`config.mk`:
```
export PLATFORM = sky130hd
export DESIGN_NAME = multi_key_debounce_hold_timer_unit
export DESIGN_NICKNAME = d
export VERILOG_FILES = /design/src/mkdh_pkg.sv /design/src/mkdh_key.sv /design/src/multi_key_debounce_hold_timer_unit.sv
export SDC_FILE = /design/constraint.sdc
export NUM_CORES = 1
export LEC_CHECK = 0
export BUFFER_PORTS_ARGS = -buffer_cell sky130_fd_sc_hd__clkbuf_2
export CORE_MARGIN = 2
export CORE_UTILIZATION = 46
export CTS_CLUSTER_DIAMETER = 100
export DETAILED_ROUTE_END_ITERATION = 10
export GPL_TIMING_DRIVEN = 0
export PLACE_DENSITY = 0.74
export SYNTH_ARGS = -nofsm -noshare
export SYNTH_HDL_FRONTEND = slang
export SYNTH_SLANG_ARGS = --single-unit
```
`constraint.sdc`:
```
create_clock -name clk -period 3.12 [get_ports clk]
set_input_delay 0.156 -clock clk [delete_from_list [all_inputs] [get_ports clk]]
set_output_delay 0.156 -clock clk [all_outputs]
set_load 0.03 [all_outputs]
```
`src/mkdh_pkg.sv`:
```
package mkdh_pkg;

	localparam int CNT_W     = 10;
	localparam int LEVEL_W   = 4;
	localparam int KEY_W     = 2;
	localparam int KEYS_ADDR = 2 ** KEY_W;
	localparam int OP_W      = 2;
	localparam int CFG_IDX_W = 2;

	localparam int NUM_KEYS_DEF = 4;

	localparam logic [CNT_W-1:0] PRESS_DB_RST    = CNT_W'(20);
	localparam logic [CNT_W-1:0] RELEASE_DB_RST  = CNT_W'(20);
	localparam logic [CNT_W-1:0] PRESCALE_RST    = CNT_W'(100);
	localparam logic [CNT_W-1:0] MAX_HOLD_RST    = CNT_W'(1023);

	typedef enum logic [OP_W-1:0] {
		OP_TICK  = 2'd0,
		OP_READ  = 2'd1,
		OP_QUERY = 2'd2
	} op_t;

	typedef enum logic [CFG_IDX_W-1:0] {
		CFG_PRESS_DB   = 2'd0,
		CFG_RELEASE_DB = 2'd1,
		CFG_PRESCALE   = 2'd2,
		CFG_MAX_HOLD   = 2'd3
	} cfg_idx_t;

	typedef struct packed {
		logic [CNT_W-1:0] press_db;
		logic [CNT_W-1:0] release_db;
		logic [CNT_W-1:0] prescale;
		logic [CNT_W-1:0] max_hold;
	} cfg_t;

endpackage

```
`src/mkdh_key.sv`:
```
module mkdh_key (
	input  logic                        clk,
	input  logic                        arst_n,
	input  logic                        tick,
	input  logic                        down,
	input  logic                        hold_step,
	input  mkdh_pkg::cfg_t              cfg,
	output logic                        confirm,
	output logic [mkdh_pkg::CNT_W-1:0]  hold_count
);
	import mkdh_pkg::*;

	typedef enum logic [3:0] {
		PH_IDLE       = 4'b0001,
		PH_PRESS_DB   = 4'b0010,
		PH_HELD       = 4'b0100,
		PH_RELEASE_DB = 4'b1000
	} phase_t;

	phase_t           phase_q, phase_d;
	logic [CNT_W-1:0] dbc_q, dbc_d;
	logic [CNT_W-1:0] hold_q, hold_d;

	always_comb begin
		phase_d = phase_q;
		dbc_d   = dbc_q;
		confirm = 1'b0;
		case (phase_q)
			PH_IDLE: begin
				if (down) begin
					dbc_d   = cfg.press_db;
					phase_d = PH_PRESS_DB;
				end
			end
			PH_PRESS_DB: begin
				if (!down) begin
					phase_d = PH_IDLE;
				end else if (dbc_q != '0) begin
					dbc_d = dbc_q - 1'b1;
				end else begin
					confirm = tick;
					phase_d = PH_HELD;
				end
			end
			PH_HELD: begin
				if (!down) begin
					dbc_d   = cfg.release_db;
					phase_d = PH_RELEASE_DB;
				end
			end
			PH_RELEASE_DB: begin
				if (down) begin
					phase_d = PH_HELD;
				end else if (dbc_q != '0) begin
					dbc_d = dbc_q - 1'b1;
				end else begin
					phase_d = PH_IDLE;
				end
			end
			default: begin
				phase_d = PH_IDLE;
			end
		endcase

		// count stays zero outside the held phase, so entering held starts from zero
		if (phase_d == PH_HELD) begin
			hold_d = hold_q;
			if (hold_step && (hold_q < cfg.max_hold))
				hold_d = hold_q + 1'b1;
		end else begin
			hold_d = '0;
		end
	end

	always_ff @(posedge clk or negedge arst_n) begin
		if (!arst_n) begin
			phase_q <= PH_IDLE;
			dbc_q   <= '0;
			hold_q  <= '0;
		end else if (tick) begin
			phase_q <= phase_d;
			dbc_q   <= dbc_d;
			hold_q  <= hold_d;
		end
	end

	assign hold_count = hold_q;

endmodule

```
`src/multi_key_debounce_hold_timer_unit.sv`:
```
// Path: an accepted request waits in the input register, then its result is loaded into
// the result register, from which the receiver takes it.
// Throughput: one request per cycle; every tick, read or query is done in a single pass.
// A stalled result holds; one more request can wait in the input register, then in_stall rises.
// Reset: arst_n clears all key phases, counters, the pending event and the pipeline
// valids at once, and loads the register defaults (20, 20, 100, 1023).
module multi_key_debounce_hold_timer_unit #(
	parameter int NUM_KEYS = mkdh_pkg::NUM_KEYS_DEF
) (
	input  logic                           clk,
	input  logic                           arst_n,
	// request channel
	input  logic                           in_valid,
	output logic                           in_stall,
	input  logic [mkdh_pkg::OP_W-1:0]      op,
	input  logic [mkdh_pkg::LEVEL_W-1:0]   key_levels,
	input  logic [mkdh_pkg::KEY_W-1:0]     key_index,
	input  logic [mkdh_pkg::CNT_W-1:0]     min_hold,
	// result channel
	output logic                           out_valid,
	input  logic                           out_stall,
	output logic                           event_valid,
	output logic [mkdh_pkg::KEY_W-1:0]     event_key,
	output logic                           held_enough,
	// register write channel
	input  logic                           cfg_valid,
	output logic                           cfg_ready,
	input  logic [mkdh_pkg::CFG_IDX_W-1:0] cfg_index,
	input  logic [mkdh_pkg::CNT_W-1:0]     cfg_data
);
	import mkdh_pkg::*;

	// queries can only address the first KEYS_ADDR keys
	localparam int QK = (NUM_KEYS < KEYS_ADDR) ? NUM_KEYS : KEYS_ADDR;

	// configuration registers
	cfg_t cfg_q;

	assign cfg_ready = 1'b1;

	always_ff @(posedge clk or negedge arst_n) begin
		if (!arst_n) begin
			cfg_q.press_db   <= PRESS_DB_RST;
			cfg_q.release_db <= RELEASE_DB_RST;
			cfg_q.prescale   <= PRESCALE_RST;
			cfg_q.max_hold   <= MAX_HOLD_RST;
		end else if (cfg_valid && cfg_ready) begin
			case (cfg_index)
				CFG_PRESS_DB:   cfg_q.press_db   <= cfg_data;
				CFG_RELEASE_DB: cfg_q.release_db <= cfg_data;
				CFG_PRESCALE:   cfg_q.prescale   <= cfg_data;
				CFG_MAX_HOLD:   cfg_q.max_hold   <= cfg_data;
				default: ;
			endcase
		end
	end

	// pipeline control: stage 1 holds the request, stage 2 the result
	logic valid_s1, valid_s2, out_free, fire_s1;

	assign out_free = !valid_s2 || !out_stall;
	assign fire_s1  = valid_s1 && out_free;
	assign in_stall = valid_s1 && !out_free;

	logic [OP_W-1:0]    op_s1;
	logic [LEVEL_W-1:0] levels_s1;
	logic [KEY_W-1:0]   kidx_s1;
	logic [CNT_W-1:0]   minh_s1;

	always_ff @(posedge clk or negedge arst_n) begin
		if (!arst_n) begin
			valid_s1 <= 1'b0;
		end else if (!in_stall) begin
			valid_s1 <= in_valid;
		end
	end

	// payload holds while stalled
	always_ff @(posedge clk) begin
		if (in_valid && !in_stall) begin
			op_s1     <= op;
			levels_s1 <= key_levels;
			kidx_s1   <= key_index;
			minh_s1   <= min_hold;
		end
	end

	logic tick, rd;

	assign tick = fire_s1 && (op_s1 == OP_TICK);
	assign rd   = fire_s1 && (op_s1 == OP_READ);

	// shared prescaler: count down, reload at zero; held keys advance when it lands on zero
	logic [CNT_W-1:0] pre_q, pre_d;
	logic             hold_step;

	assign pre_d     = (pre_q != '0) ? (pre_q - 1'b1) : cfg_q.prescale;
	assign hold_step = (pre_d == '0);

	always_ff @(posedge clk or negedge arst_n) begin
		if (!arst_n) begin
			pre_q <= '0;
		end else if (tick) begin
			pre_q <= pre_d;
		end
	end

	// per-key debouncers, all stepped in parallel on a tick
	logic [NUM_KEYS-1:0] confirm;
	logic [CNT_W-1:0]    hold_cnt [NUM_KEYS];

	for (genvar g = 0; g < NUM_KEYS; g++) begin : g_key
		logic down;
		if (g < LEVEL_W) begin : g_lvl
			assign down = levels_s1[g];
		end else begin : g_nolvl
			// keys beyond the level field never see a press
			assign down = 1'b0;
		end

		mkdh_key u_key (
			.clk        (clk),
			.arst_n     (arst_n),
			.tick       (tick),
			.down       (down),
			.hold_step  (hold_step),
			.cfg        (cfg_q),
			.confirm    (confirm[g]),
			.hold_count (hold_cnt[g])
		);
	end

	// pending event: highest confirming index wins, a read clears it
	logic             pv_q, pv_d;
	logic [KEY_W-1:0] pk_q, pk_d;

	always_comb begin
		pv_d = pv_q;
		pk_d = pk_q;
		if (tick) begin
			for (int k = 0; k < NUM_KEYS; k++) begin
				if (confirm[k]) begin
					pv_d = 1'b1;
					pk_d = KEY_W'(k);
				end
			end
		end
		if (rd) begin
			pv_d = 1'b0;
			pk_d = '0;
		end
	end

	always_ff @(posedge clk or negedge arst_n) begin
		if (!arst_n) begin
			pv_q <= 1'b0;
			pk_q <= '0;
		end else begin
			pv_q <= pv_d;
			pk_q <= pk_d;
		end
	end

	// query: pick the addressed key's hold count; an absent key reads as not held
	logic             q_found;
	logic [CNT_W-1:0] q_sel;

	always_comb begin
		q_found = 1'b0;
		q_sel   = '0;
		for (int k = 0; k < QK; k++) begin
			if (kidx_s1 == KEY_W'(k)) begin
				q_found = 1'b1;
				q_sel   = hold_cnt[k];
			end
		end
	end

	logic             ev_d, he_d;
	logic [KEY_W-1:0] ek_d;

	always_comb begin
		ev_d = 1'b0;
		ek_d = '0;
		he_d = 1'b0;
		case (op_s1)
			OP_READ: begin
				ev_d = pv_q;
				ek_d = pv_q ? pk_q : '0;
			end
			OP_QUERY: begin
				he_d = q_found && (q_sel >= minh_s1);
			end
			default: ;
		endcase
	end

	// result register
	logic             ev_s2, he_s2;
	logic [KEY_W-1:0] ek_s2;

	always_ff @(posedge clk or negedge arst_n) begin
		if (!arst_n) begin
			valid_s2 <= 1'b0;
		end else if (out_free) begin
			valid_s2 <= valid_s1;
		end
	end

	always_ff @(posedge clk) begin
		if (fire_s1) begin
			ev_s2 <= ev_d;
			ek_s2 <= ek_d;
			he_s2 <= he_d;
		end
	end

	assign out_valid   = valid_s2;
	assign event_valid = ev_s2;
	assign event_key   = ek_s2;
	assign held_enough = he_s2;

endmodule

```
# Word-level counts from Yosys, hierarchy flattened

Index checks and enable logic that the tools add are counted.

Bits in registers: 173
Input port bits: 35

Add/subtract/negate cells: 9
Order comparisons: 5
Equality and inequality tests: 48
Mux-type cells: 93
Reductions and logical operators: 44

Operator list:

| kind                    | count |
|---|---|
| $mux W10                | 33 |
| $pmux W10 S4            | 4 |
| $mux W4                 | 24 |
| $pmux W4 S4             | 4 |
| $reduce_bool A10 Y1     | 5 |
| $sub A10 B1 Y10 const B | 5 |
| $add A10 B1 Y10 const B | 4 |
| $lt A10 B10 Y1          | 4 |
| $ne A2 B2 Y1 const B    | 20 |
| $eq A4 B3 Y1 const B    | 8 |
| $reduce_and A6 Y1       | 4 |
| $mux W1                 | 22 |
| $reduce_and A2 Y1       | 10 |
| $eq A4 B1 Y1 const B    | 4 |
| $eq A4 B2 Y1 const B    | 4 |
| $eq A4 B4 Y1 const B    | 4 |
| $reduce_bool A4 Y1      | 4 |
| $mux W2                 | 6 |
| $eq A2 B2 Y1 const B    | 5 |
| $ge A10 B10 Y1          | 1 |
| $logic_and A1 B1 Y1     | 10 |
| $logic_not A10 Y1       | 1 |
| $eq A2 B1 Y1 const B    | 3 |
| $logic_not A2 Y1        | 3 |
| 4 further kinds         | 7 |

# Logic depth before layout (Yosys ltp)

Gate-level depths: netlist of run 1.

Depth after elaboration: 13
Mapped depth: 12

# By module

A second synthesis of run 1 with hierarchy kept.

Cells, all modules: 1158
Area, all modules: 11184.5 um2

Modules (own cells, without submodules):

| module                             | instances | cells an instance | area each (um2) |
|---|---|---|---|
| mkdh_key                           | 4         | 220               | 1870.5 |
| multi_key_debounce_hold_timer_unit | 1         | 278               | 3702.3 |

# Least setup slack after synthesis of run 1

OpenSTA, ideal clock, no wires.

Kind: reg-to-reg
Start: reg pre_q[0]
End: reg g_key[2].u_key.hold_q[8]
Setup time: 78 ps
Arrival time: 3055 ps
Setup slack: -13 ps
Cell stages (with the launch flop): 11
Path buffers: 1
Period minus slack after synthesis: 3133 ps
Path through: dfrtp_1 > clkbuf_1 > inv_1 > ha_1 > or4b_4 > or3_1 > a32oi_2 > nand4_4 > or2_1 > or4_1 > a21oi_1

Word-level cells in the longest chain between the ends: 6

Ends and longest elaborated chain:

| element                                                | line                                      | text |
|---|---|---|
| start, declared                                        | multi_key_debounce_hold_timer_unit.sv:94  | `logic [CNT_W-1:0] pre_q, pre_d;` |
| start signal, assigned                                 | multi_key_debounce_hold_timer_unit.sv:104 | `pre_q <= pre_d;` |
| $sub A10 B1 Y10 or $reduce_bool A10 Y1 (tied branches) | multi_key_debounce_hold_timer_unit.sv:97  | `assign pre_d = (pre_q != '0) ? (pre_q - 1'b1) : cfg_q.prescale;` |
| $mux W10 *                                             | multi_key_debounce_hold_timer_unit.sv:97  |  |
| $logic_not A10 Y1 *                                    | multi_key_debounce_hold_timer_unit.sv:98  | `assign hold_step = (pre_d == '0);` |
| $logic_and A1 B1 Y1 *                                  | mkdh_key.sv:68                            | `if (hold_step && (hold_q < cfg.max_hold))` |
| $ne A2 B2 Y1 (no source line) *                        | -                                         |  |
| $reduce_and A2 Y1 (no source line) *                   | -                                         |  |
| end signal, assigned                                   | mkdh_key.sv:83                            | `hold_q <= hold_d;` |
| end, declared                                          | mkdh_key.sv:22                            | `logic [CNT_W-1:0] hold_q, hold_d;` |

Every way passes the cells marked *; elsewhere a longest branch is shown, timed or not.
A chain may end at the register's enable or synchronous reset.

# Worst setup path in the final report of run 1

Start: reg pre_q[1]
End: reg g_key[3].u_key.hold_q[5]

Word-level cells in the longest chain between the ends: 6

Ends and longest elaborated chain:

| element                                                | line |
|---|---|
| $sub A10 B1 Y10 or $reduce_bool A10 Y1 (tied branches) | multi_key_debounce_hold_timer_unit.sv:97 |
| $mux W10 *                                             | multi_key_debounce_hold_timer_unit.sv:97 |
| $logic_not A10 Y1 *                                    | multi_key_debounce_hold_timer_unit.sv:98 |
| $logic_and A1 B1 Y1 *                                  | mkdh_key.sv:68 |
| $ne A2 B2 Y1 (no source line) *                        | - |
| $reduce_and A2 Y1 (no source line) *                   | - |
| end signal, assigned                                   | mkdh_key.sv:83 |
| end, declared                                          | mkdh_key.sv:22 |

Marked as above.

==> results of run 1 <==
## repair_timing
action                                  CTS  global route
hold endpoints to repair                 79             0
endpoints found under the setup margin   47            52
hold buffers                             21             0
resized for setup                        16            21
pin swaps                                 5            10
setup buffers                            10             5
## registers in the layout, indices dropped and copies added, names as in the netlist
name                    cells
g_key.u_key.hold_count     40
held_enough                 1
valid_s1                    1
pk_q                        2
pre_q                      10
g_key.u_key.dbc_q          40
pv_q                        1
out_valid                   1
kidx_s1                     2
levels_s1                   4
cfg_q                      40
event_valid                 1
event_key                   2
minh_s1                    10
g_key.u_key.phase_q        16
op_s1                       2
## cells in the final DEF (no fill, tap or decap), drive strengths merged, types with 6 or more instances in the layout
cell         instances
dfrtp              130
nor2               103
clkbuf             102
o21ai               95
nand2               86
a21oi               69
ha                  59
inv                 51
nor3                46
mux2                39
nand2b              33
xnor2               27
nor4                24
a221oi              23
nand3               23
buf                 23
edfxtp              22
dfstp               21
dlygate4sd3         21
or3                 15
nand4               15
a22o                14
a21o                13
o31ai               11
mux2i               11
mux4                10
nand3b               9
o2bb2ai              9
xor2                 8
o22ai                8
or4                  7
nor2b                7
clkinv               7
o21a                 6
nor3b                6
## through the flow
step / worst slack (ps) / power [mW]
CTS: 1.56 / 8.13
global route: -67.9 / 8.74
floorplan: 12.6 / 5.14
global placement: -763 / 5.77
detailed placement: -532 / 5.87
finish: 35.5 / 8.28
## layout make-up
type	instances	share of cell area [%]
plain buffers	50	1.79
clock buffers	19	3.57
clock inverters	13	1.10
inverters	48	1.45
multi-input cells	856	48.4
flip-flops and latches	173	36.0
well taps	313	3.15
repair buffers	77	4.54
## worst paths after layout
| path | to | cells after the start |
|---|---|---|
| worst min register to register | pk_q[0] | 1 |
| worst min-delay path | cfg_q[14] | 2 |
| worst max-delay path | g_key[3].u_key.hold_count[5] | 11 |
| worst max register to register | g_key[3].u_key.hold_count[5] | 11 |
| min in group asynchronous | g_key[2].u_key.dbc_q[5] | 2 |
| max in group asynchronous | g_key[1].u_key.phase_q[0] | 3 |
## kinds of logic after synthesis
| group | Yosys count | share of synthesized area (%) |
|---|---|---|
| adder cells (fa/ha/maj) | 59 | 6.89 |
| XOR/XNOR | 35 | 2.86 |
| multiplexers | 60 | 7.23 |
| other | 1 | 0.0350 |
| flip-flops | 173 | 41.7 |
| AO/OA/AOI/OAI | 305 | 18.7 |
| AND/OR/NAND/NOR | 396 | 19.0 |
| buffers and inverters | 100 | 3.62 |
## critical path, delay by kind of cell (launching register included)
kind	cells	cell delay (ps)
fa+ha+maj	1	160
compound gates	1	150
simple gates	6	1920
mux	1	110
buf+inv	2	260
flops	1	400
## per-layer routing
metal / vias up / global-route usage [%] / share of wire, %
li1: 4385 / - / -
met1: 4609 / 34.1 / 46
met2: 364 / 37.3 / 45
met3: 66 / 5.01 / 6.5
met4: 0 / 8.21 / 2.7
met5: - / 0 / 0
## power breakdown
group	total, mW	switching, mW	internal, mW	leakage (nW)
clock network	2.15	0.941	1.20	0.288
logic	2.78	1.63	1.15	2.86
registers	3.35	0.546	2.80	2.11
total	8.28	3.11	5.16	5.26
==> summary.md, run 1 <==
| Metric | Value |
|---|---|
| Reg2reg start | `pre_q[1]` |
| Slowest CP cell | `or4b_4` |
| Mapped Area | `0.0107 mm2` |
| Antenna Cells | `0` |
| Final hold viol count | `0` |
| Synth top area share | `30.4%` |
| Maximum clock rate | `324 MHz` |
| Worst EP arrival | `3440 ps` |
| Worst path required time | `3470 ps` |
| Total wire length | `29,000 um` |
| 1st-iter DRT viols | `925` |
| Hold crit path type | `primary input to flip-flop` |
| Share of cells above drive strength 1 | `16.6%` |
| Total GRT Usage | `24.2%` |
| TNS Setup | `0 ps` |
| Area of the multi-input gates | `0.00601 mm2` |
| WL/cell | `18.8 um` |
| R2R setup slack | `40 ps` |
| Post-DRT Antenna Nets | `0` |
| Register area | `0.00447 mm2` |
| Layout Cells excl Fill | `1,549` |
| Total Nets Final | `1,317` |
| CTS max path bufs | `2` |
| GPL Wtd Cong | `0.913` |
| Initial antenna violation count | `0` |
| Fill cells | `1,978` |
| Async SR Flop Fraction | `87.3%` |
| Vias in the first global route | `8,866` |
| Clk_lat worst skew | `430 ps` |
| DR vias/cell | `6.08` |
| Netlist cell types | `77` |
| Relative slew slack | `22.9%` |
| Min cycle time layout | `3080 ps` |
| Chip Height | `157 um` |
| CP Class | `flip-flop to flip-flop` |
| Number of synthesized flops with an enable pin | `22` |
| Final period utilization | `98.9%` |
| First-pass detailed-route iteration total | `7` |
| Max cap viols | `0` |
| Clock transition at path regs | `70 ps` |
| CP Launch Type | `flip-flop` |
| Slowest Stage Delay on Critical Path | `490 ps` |
| Peak supply drop | `0.390 mV` |
| Status | `finished, final reports clean` |
| Yosys top cell by area | `dfrtp_1` |
| CTS H-tree lvls | `4` |
| Max Fanout on Critical Path | `5` |
| Most frequent cell after synthesis | `dfrtp_1` |
| HP Start | `cfg_data[4]` |
| Power Density | `667 mW/mm2` |
| Post-Syn Instances | `1,129` |
| Root buf cell | `clkbuf_16` |
| Die area | `0.0245 mm2` |
| Largest net degree at the start of global routing | `78` |
| RSZ-0062 raised after global routing | `true` |
| Register bit count reported by yosys | `173` |
| First-pass GRT wire length | `46,400 um` |
| Critical path startpoint | `pre_q[1]` |
| Critical path capture point type | `flip-flop` |
| Synth warnings | `0` |
| Post-layout util | `54.5%` |
| Die width | `157 um` |
| CTS buffer count | `17` |
| Area post-placement | `0.0113 mm2` |
| Number of port buffers | `40` |
| Static Leak | `5.26 nW` |
| Final clock skew | `12.1 ps` |
| Boundary Pins | `42` |
| Final HPWL from detailed placement | `20,400 um` |
| Top cells by count, synth | `130 x dfrtp_1, 103 x nor2_1, 93 x o21ai_0, 86 x nand2_1, 69 x a21oi_1` |
| Top cells by area, synth | `dfrtp_1 30%, ha_1 6.9%, edfxtp_1 6.2%` |
| Remaining DRCs | `0` |
| Hold Slack | `13.7 ps` |
| Syn avg cell area | `9.49 um2` |
| Least-Margin Pin Slew | `1160 ps` |
| Placed cell count | `1,483` |
| Final design area excluding fillers | `0.0124 mm2` |
| TritonCTS clock tree | `yes` |
| Via count | `9,424` |
| Ys flop type | `dfrtp_1` |
| Sequential-to-total area share from yosys stat | `41.7%` |
| Mapped Nets | `1,223` |
| CP cell instances | `inv_2 -> ha_4 -> or4b_4 -> nor3_4 -> mux2i_2 -> or3_4 -> nor4_4 -> nand4_1 -> buf_4 -> or3_1 -> a21oi_1` |
| Setup violators final | `0` |
| CTS Sinks | `173` |
| Row cnt | `55` |
| Slew Viols, Final | `0` |
| Area growth from synthesis to layout | `15.9%` |
| CORE AREA | `0.0228 mm2` |
| Initial Util | `47.0%` |
| Grt ovf | `0` |
(Power assumes the default switching activity.)
==> run 2, diff against run 1 <==
==> constraint.sdc (replaced) <==
create_clock -name clk -period 2.5 [get_ports clk]
set_input_delay 0.125 -clock clk [delete_from_list [all_inputs] [get_ports clk]]
set_output_delay 0.125 -clock clk [all_outputs]
set_load 0.03 [all_outputs]
==> summary.md, run 2 (same netlist as run 1, synthesis figures left out) <==
| Metric | Value |
|---|---|
| Final HPWL from detailed placement | `20,100 um (was 20,400 um)` |
| Total wire length | `32,200 um (was 29,000 um)` |
| Worst EP arrival | `3460 ps (was 3440 ps)` |
| GPL Wtd Cong | `0.900 (was 0.913)` |
| TNS Setup | `-20,110 ps (was 0 ps)` |
| First-pass detailed-route iteration total | `6 (was 7)` |
| Area post-placement | `0.0114 mm2 (was 0.0113 mm2)` |
| FF-to-FF End | `g_key[2].u_key.hold_count[6] (was g_key[3].u_key.hold_count[5])` |
| Remaining DRCs | `0 (unchanged)` |
| Die width | `157 um (unchanged)` |
| Slowest CP cell | `or4b_4 (unchanged)` |
| Max cap viols | `0 (unchanged)` |
| CTS max path bufs | `2 (unchanged)` |
| CP Class | `flip-flop to flip-flop (unchanged)` |
| Critical path capture point type | `flip-flop (unchanged)` |
| Placed cell count | `1,483 (unchanged)` |
| Root buf cell | `clkbuf_16 (unchanged)` |
| Share of cells above drive strength 1 | `25.9% (was 16.6%)` |
| Via count | `10,100 (was 9,424)` |
| Total GRT Usage | `26.3% (was 24.2%)` |
| Setup violators final | `53 (was 0)` |
| Hold crit path type | `primary input to flip-flop (unchanged)` |
| Largest net degree at the start of global routing | `98 (was 78)` |
| Number of port buffers | `40 (unchanged)` |
| Area growth from synthesis to layout | `25.6% (was 15.9%)` |
| Worst Hold Depth | `2 (unchanged)` |
| 1st-iter DRT viols | `1,084 (was 925)` |
| Max Fanout on Critical Path | `5 (unchanged)` |
| DR vias/cell | `6.31 (was 6.08)` |
| Static Leak | `5.77 nW (was 5.26 nW)` |
| Clock transition at path regs | `70 ps (about the same)` |
| Top cell by count, worst path | `nor3_4` |
| Relative slew slack | `33.6% (was 22.9%)` |
| Clk_lat worst skew | `440 ps (was 430 ps)` |
| Initial antenna violation count | `0 (unchanged)` |
| Worst Reg2Reg Path Length in Cells | `12 (was 11)` |
| Slew Viols, Final | `0 (unchanged)` |
| Failing checks | `negative setup slack` |
| CORE AREA | `0.0228 mm2 (unchanged)` |
| Initial Util | `47.0% (unchanged)` |
| Peak supply drop | `0.379 mV (was 0.390 mV)` |
| Antenna Cells | `0 (unchanged)` |
| Reg2reg start | `pre_q[0] (was pre_q[1])` |
| Row cnt | `55 (unchanged)` |
| Most common library cell in the layout ignoring fill and taps | `dfrtp_1 (unchanged)` |
| CP cell instances | `inv_4 -> ha_4 -> or4b_4 -> nor3_4 -> mux2i_2 -> buf_4 -> nor3_4 -> buf_6 -> nand4_4 -> or2_4 -> or4_4 -> a21oi_2 (was inv_2 -> ha_4 -> or4b_4 -> nor3_4 -> mux2i_2 -> or3_4 -> nor4_4 -> nand4_1 -> buf_4 -> or3_1 -> a21oi_1)` |
| Final hold viol count | `0 (unchanged)` |
| Post-layout util | `59.0% (was 54.5%)` |
| Grt ovf | `0 (unchanged)` |
| Most frequent cells in the layout | `127 x dfrtp_1, 98 x nor2_1, 89 x o21ai_0 (was 129 x dfrtp_1, 103 x nor2_1, 93 x o21ai_0)` |
| First-pass GRT wire length | `50,200 um (was 46,400 um)` |
| Worst path required time | `2880 ps (was 3470 ps)` |
| Slowest Stage Delay on Critical Path | `490 ps (about the same)` |
| CTS H-tree lvls | `4 (unchanged)` |
| Power Density | `818 mW/mm2 (was 667 mW/mm2)` |
| HP Start | `cfg_data[9] (was cfg_data[4])` |
| R2R setup slack | `-580 ps (was 40 ps)` |
| Status | `complete, but fails checks (was finished, final reports clean)` |
| Boundary Pins | `42 (unchanged)` |
| Final clock skew | `9.46 ps (was 12.1 ps)` |
| WL/cell | `20.2 um (was 18.8 um)` |
| Min cycle time layout | `3080 ps (about the same)` |
| Maximum clock rate | `324 MHz (about the same)` |
| Die area | `0.0245 mm2 (unchanged)` |
| CTS buffer count | `17 (unchanged)` |
| Hold path endpoint | `cfg_q[29] (was cfg_q[14])` |
| CP Launch Type | `flip-flop (unchanged)` |
| Chip Height | `157 um (unchanged)` |
| Layout Cells excl Fill | `1,594 (was 1,549)` |
| Vias in the first global route | `9,654 (was 8,866)` |
| CTS Sinks | `173 (unchanged)` |
| Total Nets Final | `1,362 (was 1,317)` |
| Final design area excluding fillers | `0.0135 mm2 (was 0.0124 mm2)` |
| Final Power | `11.0 mW (was 8.28 mW)` |
| PnR worst setup slack | `-583 ps (was 35.5 ps)` |
| Final period utilization | `123% (was 98.9%)` |
| TritonCTS clock tree | `yes (unchanged)` |
| Least-Margin Pin Slew | `996 ps (was 1160 ps)` |
| RSZ-0062 raised after global routing | `true (unchanged)` |
| Post-DRT Antenna Nets | `0 (unchanged)` |
## run 2: changes by cell type in the layout (fill, tap and decap cells not counted), moves of 5 or more
cell and delta:
nand3_1 -5, or3_1 -6, buf_4 +33, clkbuf_2 +8
or3_4 +6, clkbuf_1 -17, nor3_1 -11, nor2_1 -5
nor3_4 +14, buf_6 +17, nor4_1 -5, nor4_4 +8
## run 2: repair_timing
action                                 4_1_cts  5_1_grt
cloned                                       2        0
setup buffers                               44       22
hold buffers                                22        0
resized for setup                          101       71
pin swaps                                   52       32
endpoints found under the hold margin       71        0
setup endpoints to repair                   97       93
## run 2: per-layer routing
layer | vias up | wire (um) | global-route usage, %
li1 | 4475 | - | -
met1 | 4897 | 13000 | 34.5
met2 | 553 | 15000 | 41.3
met3 | 140 | 2620 | 4.96
met4 | 0 | 1610 | 14.0
met5 | - | 0 | 0
## run 2: per-stage QoR
| stage | hold WS, ps | worst slack [ps] |
|---|---|---|
| 2_1_floorplan | -171 | -425 |
| 3_3_place_gp | 302 | -1340 |
| 3_5_place_dp | 126 | -841 |
| 4_1_cts | 39.8 | -535 |
| 5_1_grt | 38.6 | -645 |
| 6_report | 39.5 | -583 |
## run 2: area by class of cell
cell class                 instances  area, um2
inverter                          48        183
fill                            1816       9330
tap                              313        392
clock buffer                      17        425
timing repair buffer             128       1020
sequential                       173       4470
clock inverter                    15        149
buffer                            44        238
multi-input combinational        856       6570
## run 2: worst max-delay path by stage
stage                  start                            to  slack (ps)  cells past startpoint
floorplan           pre_q[0]  g_key[2].u_key.hold_count[8]        -430                     11
global placement      arst_n       g_key[2].u_key.dbc_q[3]       -1340                      1
detailed placement  pre_q[1]  g_key[2].u_key.hold_count[6]        -840                     10
CTS                 pre_q[0]  g_key[3].u_key.hold_count[7]        -530                     10
global route        pre_q[0]  g_key[3].u_key.hold_count[7]        -640                      9
finish              pre_q[0]  g_key[2].u_key.hold_count[6]        -580                     12
## run 2: critical path, delay by kind of cell (launching register included)
family          cells  cell delay [ps]
mux                 1              110
simple gates        6             1860
compound gates      1              120
flops               1              430
fa+ha+maj           1              120
buf+inv             3              360
## run 2: where the power goes
group / internal, mW / total (mW) / leakage [nW] / switching [mW]
clock: 1.41 / 2.69 / 0.286 / 1.28
sequential: 3.50 / 4.28 / 2.11 / 0.778
combinational: 1.81 / 4.03 / 3.38 / 2.23
total: 6.72 / 11.0 / 5.77 / 4.29
